`src/rtl/vcbrb_pkg.sv`:
```
`timescale 1ns / 1ps
// Shared types and constants of the variable chunk byte ring buffer.
// Depends on nothing; vcbrb_ctrl, the top level and the testbench import it.
package vcbrb_pkg;

	localparam int MAX_CAPACITY = 4096;
	localparam int ADDR_W = $clog2(MAX_CAPACITY);
	localparam int POS_W = 13;
	localparam int OFF_W = 12;
	localparam int DATA_W = 8;
	localparam logic [POS_W-1:0] CAP_RESET = POS_W'(MAX_CAPACITY);

	typedef enum logic [1:0] {
		OP_WRITE_START = 2'd0,
		OP_WRITE_BYTE  = 2'd1,
		OP_RELEASE     = 2'd2,
		OP_READ_BYTE   = 2'd3
	} op_t;

	typedef enum logic [1:0] {
		STATUS_OK       = 2'd0,
		STATUS_NO_SPACE = 2'd1,
		STATUS_NO_DATA  = 2'd2
	} status_t;

	typedef struct packed {
		logic              wr_en;
		logic              rd_en;
		logic [ADDR_W-1:0] addr;
		logic [DATA_W-1:0] wr_data;
	} mem_req_t;

	typedef struct packed {
		status_t          status;
		logic             rd_sel;
		logic [POS_W-1:0] writer;
		logic [POS_W-1:0] reader;
		logic             wrapped;
		logic             full;
		logic             empty;
	} result_t;

endpackage

```
`src/rtl/vcbrb_ctrl.sv`:
```
`timescale 1ns / 1ps
// Position, cursor and flag registers with the admission and release rules.
// Depends on vcbrb_pkg; issues the byte store request for write byte and in-range read byte requests.
module vcbrb_ctrl import vcbrb_pkg::*; (
	input  logic              clk,
	input  logic              arst_n,
	input  logic              cfg_wr_en,
	input  logic [POS_W-1:0]  cfg_data,
	input  logic              accept,
	input  op_t               op,
	input  logic [POS_W-1:0]  len,
	input  logic [DATA_W-1:0] data_byte,
	input  logic [OFF_W-1:0]  off,
	output mem_req_t          mem_req,
	output result_t           result
);

	logic [POS_W-1:0]  cap_q, writer_q, reader_q;
	logic [ADDR_W-1:0] cursor_q;
	logic              wrapped_q, full_q, empty_q;

	logic [POS_W-1:0]  cap;
	logic [POS_W:0]    w_sum, w_wrap, r_sum, r_wrap;
	logic [POS_W-1:0]  used, rd_idx, rd_sum;
	logic [POS_W-1:0]  wb_next;
	logic [ADDR_W-1:0] wb_idx;
	logic [POS_W-1:0]  writer_n, reader_n;
	logic [ADDR_W-1:0] cursor_n;
	logic              wrapped_n, full_n, empty_n;
	status_t           status_n;

	always_comb begin
		if (cap_q == '0) begin
			cap = POS_W'(1);
		end else if (cap_q > CAP_RESET) begin
			cap = CAP_RESET;
		end else begin
			cap = cap_q;
		end
	end

	assign w_sum = {1'b0, writer_q} + {1'b0, len};
	assign w_wrap = w_sum - {1'b0, cap};
	assign r_sum = {1'b0, reader_q} + {1'b0, len};
	assign r_wrap = r_sum - {1'b0, cap};
	assign used = (reader_q <= writer_q) ? writer_q - reader_q : cap - reader_q + writer_q;
	assign rd_sum = reader_q + {1'b0, off};
	assign rd_idx = (rd_sum >= cap) ? rd_sum - cap : rd_sum;
	assign wb_idx = ({1'b0, cursor_q} >= cap) ? '0 : cursor_q;
	assign wb_next = {1'b0, wb_idx} + POS_W'(1);

	always_comb begin
		writer_n = writer_q;
		reader_n = reader_q;
		cursor_n = cursor_q;
		wrapped_n = wrapped_q;
		full_n = full_q;
		empty_n = empty_q;
		status_n = STATUS_OK;
		mem_req = '0;
		case (op)
			OP_WRITE_START: begin
				if (reader_q <= writer_q && w_sum <= {1'b0, cap}) begin
					writer_n = w_sum[POS_W-1:0];
				end else if (reader_q <= writer_q && w_wrap < {1'b0, reader_q}) begin
					writer_n = w_wrap[POS_W-1:0];
					wrapped_n = 1'b1;
				end else if (reader_q > writer_q && w_sum < {1'b0, reader_q}) begin
					writer_n = w_sum[POS_W-1:0];
				end else begin
					status_n = STATUS_NO_SPACE;
				end
				if (status_n == STATUS_OK) begin
					cursor_n = (writer_q >= cap) ? '0 : writer_q[ADDR_W-1:0];
					empty_n = 1'b0;
				end else begin
					full_n = 1'b1;
				end
			end
			OP_WRITE_BYTE: begin
				mem_req.wr_en = 1'b1;
				mem_req.addr = wb_idx;
				mem_req.wr_data = data_byte;
				cursor_n = (wb_next >= cap) ? '0 : wb_next[ADDR_W-1:0];
			end
			OP_RELEASE: begin
				if (reader_q <= writer_q && r_sum <= {1'b0, writer_q}) begin
					reader_n = r_sum[POS_W-1:0];
				end else if (reader_q > writer_q && r_sum <= {1'b0, cap}) begin
					reader_n = r_sum[POS_W-1:0];
				end else if (reader_q > writer_q && r_wrap <= {1'b0, writer_q}) begin
					reader_n = r_wrap[POS_W-1:0];
					wrapped_n = 1'b0;
				end else begin
					status_n = STATUS_NO_DATA;
				end
				if (status_n == STATUS_OK) begin
					full_n = 1'b0;
				end else begin
					empty_n = 1'b1;
				end
			end
			OP_READ_BYTE: begin
				if ({1'b0, off} < used) begin
					mem_req.rd_en = 1'b1;
					mem_req.addr = rd_idx[ADDR_W-1:0];
				end else begin
					status_n = STATUS_NO_DATA;
				end
			end
			default: begin
				status_n = STATUS_OK;
			end
		endcase
		if (!accept) begin
			mem_req = '0;
		end
	end

	assign result = '{
		status:  status_n,
		rd_sel:  mem_req.rd_en,
		writer:  writer_n,
		reader:  reader_n,
		wrapped: wrapped_n,
		full:    full_n,
		empty:   empty_n
	};

	always_ff @(posedge clk or negedge arst_n) begin
		if (!arst_n) begin
			cap_q <= CAP_RESET;
			writer_q <= '0;
			reader_q <= '0;
			cursor_q <= '0;
			wrapped_q <= 1'b0;
			full_q <= 1'b0;
			empty_q <= 1'b0;
		end else if (cfg_wr_en) begin
			cap_q <= cfg_data;
			writer_q <= '0;
			reader_q <= '0;
			cursor_q <= '0;
			wrapped_q <= 1'b0;
			full_q <= 1'b0;
			empty_q <= 1'b0;
		end else if (accept) begin
			writer_q <= writer_n;
			reader_q <= reader_n;
			cursor_q <= cursor_n;
			wrapped_q <= wrapped_n;
			full_q <= full_n;
			empty_q <= empty_n;
		end
	end

	// The writer only ever falls behind the reader through a wrap.
	a_wrap_order: assert property (@(posedge clk) disable iff (!arst_n)
		wrapped_q == (reader_q > writer_q))
		else $error("wrap flag disagrees with position order");

	a_pos_bound: assert property (@(posedge clk) disable iff (!arst_n)
		writer_q <= cap && reader_q <= cap)
		else $error("position beyond capacity");

	a_reject_hold: assert property (@(posedge clk) disable iff (!arst_n)
		accept && !cfg_wr_en && status_n != STATUS_OK |=> $stable(writer_q) && $stable(cursor_q))
		else $error("rejected request moved the writer");

endmodule

```
`config.mk`:
```
export PLATFORM = sky130hd
export DESIGN_NAME = vcbrb_ctrl
export DESIGN_NICKNAME = d
export VERILOG_FILES = /design/src/rtl/vcbrb_pkg.sv /design/src/rtl/vcbrb_ctrl.sv
export SDC_FILE = /design/constraint.sdc
export NUM_CORES = 1
export LEC_CHECK = 0
export BUFFER_PORTS_ARGS = -buffer_cell sky130_fd_sc_hd__buf_2
export CORE_MARGIN = 1
export CORE_UTILIZATION = 60
export CTS_CLUSTER_SIZE = 25
export DETAILED_ROUTE_END_ITERATION = 10
export PLACE_DENSITY = 0.9
export SKIP_CTS_REPAIR_TIMING = 1
export SLEW_MARGIN = 20
export SYNTH_ARGS = -nofsm -noshare
export SYNTH_HDL_FRONTEND = slang
export SYNTH_SLANG_ARGS = --single-unit
```
`constraint.sdc`:
```
create_clock -name clk -period 7.3 [get_ports clk]
set_input_delay 0 -clock clk [delete_from_list [all_inputs] [get_ports clk]]
set_output_delay 0 -clock clk [all_outputs]
set_load 0.05 [all_outputs]
```
==> results_dict.tcl <==
set metrics [dict create \
    status "completed" \
    yosys.area.top_type "ha_1" \
    worst_slack_ns 0.5025 \
    layout.nets 1759 \
    crit_required_ns 7.30 \
    synth_common_cells "203 x ha_1, 122 x nor2_1, 110 x inv_1" \
    crit_path_max_incr_delay_ns 0.58 \
    crit_type "reg2out" \
    cp_max_fo 11 \
    wire_per_inst_um 22.28 \
    drc 0 \
    max-cap-violations 0 \
    drt-initial-drc-count 1238 \
    busiest_layer "met2" \
    crit_path_top_delay_cell "a222oi_1" \
    antennaDiodeCount 0 \
    period_share_pct 93.12 \
    clk_pin_slew_ns 0.09 \
    grt_pass1_wl_um 57410 \
    cts-root-buf "clkbuf_16" \
    yosys_register_bits 54 \
    hold_violations 0 \
    timing.setup.tns_ns 0 \
    start_util_pct 62.10 \
    dpl.hpwl_um 30090 \
    syn_nets 1651 \
    met3_usage_pct 9.741 \
    yosys-top-cells-area "ha_1 23%, dfrtp_1 12%, a21oi_1 4.7%" \
    antenna_found_initial 0 \
    grt_usage_pct 40.82 \
    rsz0062_at_grt "no" \
    clock-skew-final_ns 0.009453 \
    final-max-slew-violation-count 0 \
    die_area_mm2 0.01869 \
    yosys_most_used_dff "dfrtp_1" \
    cp.arrival_ns 6.80 \
    firstDrtPassIters 9 \
    mappedNetlistArea_mm2 0.01089 \
    cts_tree "yes" \
    grt_pass1_vias 10745 \
    via_per_inst 6.808 \
    holdWs_ns 0.1649 \
    grt-ovfl-total 0 \
    relSlewSlack_pct 30.12 \
    synth.yosys.seq_area_share_pct 12.42 \
    ys_warn_count 0 \
    placement_rows 48 \
    ios 106 \
    ys_types 86 \
    setup_viol 0 \
    syn_to_final_growth_pct 9.777 \
    pre_cts_slack_ns 1.006 \
    grt_max_degree 55 \
    yosysTopAreaCellShare_pct 23.32 \
    routed_wl_um 38120 \
    cts_sinks 54 \
    vias 11649 \
    core_mm2 0.01754 \
    tightest_slew_ns 1.048 \
    async_reset_ff_share_pct 100.0 \
    die_y_um 136.7 \
    max_freq_mhz 147.1 \
    cts_buffers 5 \
    place_congestion 1.059 \
    hold_path_class "in2reg" \
    synthCells 1377 \
    insertion_delay_ns 0.31 \
    grt_use_met2_pct 63.17 \
    syn_avg_cell_area_um2 7.909 \
    antenna_left 0 \
    grt_use_met1_pct 50.07 \
    synth_edf_count 0 \
    cp.buffers_inverters 4 \
    clock_path_buffers 2 \
    finalCriticalPeriod_ns 6.797 \
    cp-start-kind "flop" \
    htreeDepth 2 \
    crit_family "compound AO/OA/AOI/OAI gates" \
    drive_gt1_share_pct 11.78 \
    critPathCaptureType "output pin" \
    dieWidth_um 136.7 \
    portBuffers 105 \
    yosysMostFrequentCell "ha_1" \
]
-- flip-flops by register name, indices dropped and copies added (netlist names) --
name / count
reader_q: 13
wrapped_q: 1
full_q: 1
cursor_q: 12
empty_q: 1
writer_q: 13
cap_q: 13
-- metrics by stage --
step / utilization (%) / instance area [um2] / instances
floorplan: - / 10890 / 1377
global placement: 66.51 / 11660 / 1689
detailed placement: 66.51 / 11660 / 1689
CTS: 67.37 / 11820 / 1697
global route: 68.17 / 11960 / 1711
finish: 68.17 / 11960 / 1711
-- kinds of logic (layout without fill, tap and decap cells) --
family	count (synthesis)	count (layout)	synth area share, %
XOR/XNOR	89	89	7.158
AND/OR/NAND/NOR	413	413	18.43
multiplexers	23	23	2.263
adder cells (fa/ha/maj)	222	222	26.82
AO/OA/AOI/OAI	425	425	27.26
flip-flops	54	54	12.42
buffers and inverters	151	260	5.653
-- layer usage --
layer	routed length (um)	share of wire (%)
met2	16240	43
met3	4776	13
met5	0	0
met1	14230	37
met4	2874	7.5
-- cell type report --
cell class              count  area, um2
repair buffers            141      830.8
inverters                 111      416.7
well taps                 225      281.5
clock inverters             3      26.28
flip-flops and latches     54       1353
multi-input cells        1172       8922
fillers                  1479       5582
clock buffers               5      125.1
-- path summary, 6_finish.rpt --
check	depth (start not counted)	slack [ns]	endpoint	startpoint
worst max-delay path	27	0.50	result[16]	writer_q[0]
worst min-delay path	3	0.16	reader_q[11]	accept
worst max register to register	26	1.14	reader_q[2]	reader_q[0]
worst min register to register	2	0.53	full_q	full_q
max in group asynchronous	3	6.37	cursor_q[1]	arst_n
min in group asynchronous	3	0.41	reader_q[6]	arst_n
-- layout by cell type, fill, tap and decap left out, types with 5 or more instances in the layout --
master | Yosys | final
a2111oi_0 | 6 | 6
o22ai_1 | 8 | 8
o31ai_1 | 16 | 16
nor4_1 | 8 | 8
and3_1 | 13 | 13
fa_1 | 19 | 19
mux2i_1 | 10 | 10
or2_2 | 7 | 7
nor2b_1 | 30 | 30
ha_1 | 203 | 203
nand3_1 | 37 | 37
buf_2 | 6 | 105
nor2_1 | 122 | 122
a211o_1 | 6 | 6
a31oi_1 | 12 | 12
mux2_2 | 13 | 13
dfrtp_1 | 53 | 53
o31a_1 | 8 | 8
a211oi_1 | 13 | 13
nand4_1 | 21 | 21
o211ai_1 | 10 | 10
a21o_1 | 43 | 43
xnor2_1 | 57 | 57
nand2_1 | 94 | 94
xor2_1 | 32 | 32
or3_1 | 6 | 6
a221oi_1 | 5 | 5
o21bai_1 | 12 | 12
dlygate4sd3_1 | 0 | 14
nand2b_1 | 10 | 10
a221o_1 | 32 | 32
buf_4 | 5 | 22
clkbuf_16 | 0 | 5
nor3_1 | 38 | 38
inv_1 | 110 | 110
o21a_1 | 34 | 34
o21ai_0 | 66 | 66
a21oi_1 | 103 | 103
-- worst reg2reg max path, cell delays in order (launching register included) --
cell      delay, ns
dfrtp_1        0.56
ha_1           0.27
inv_1          0.07
fa_1           0.43
nor2b_1        0.18
o31a_1         0.19
o21ai_0        0.09
nand2b_1       0.09
xnor2_1        0.16
inv_1          0.10
ha_1           0.35
o21a_1         0.20
a21oi_1        0.12
o21ai_0        0.16
a21o_1         0.23
a221o_1        0.35
xnor2_1        0.29
inv_1          0.09
ha_1           0.30
nand3_1        0.09
nor2_1         0.19
o31ai_1        0.12
a32oi_1        0.22
nor2_1         0.10
a21o_1         0.27
a31oi_2        0.60
a221o_1        0.27
Power is not shown: default switching activity piles up to over one toggle a cycle in this logic, so the estimate is an artifact.
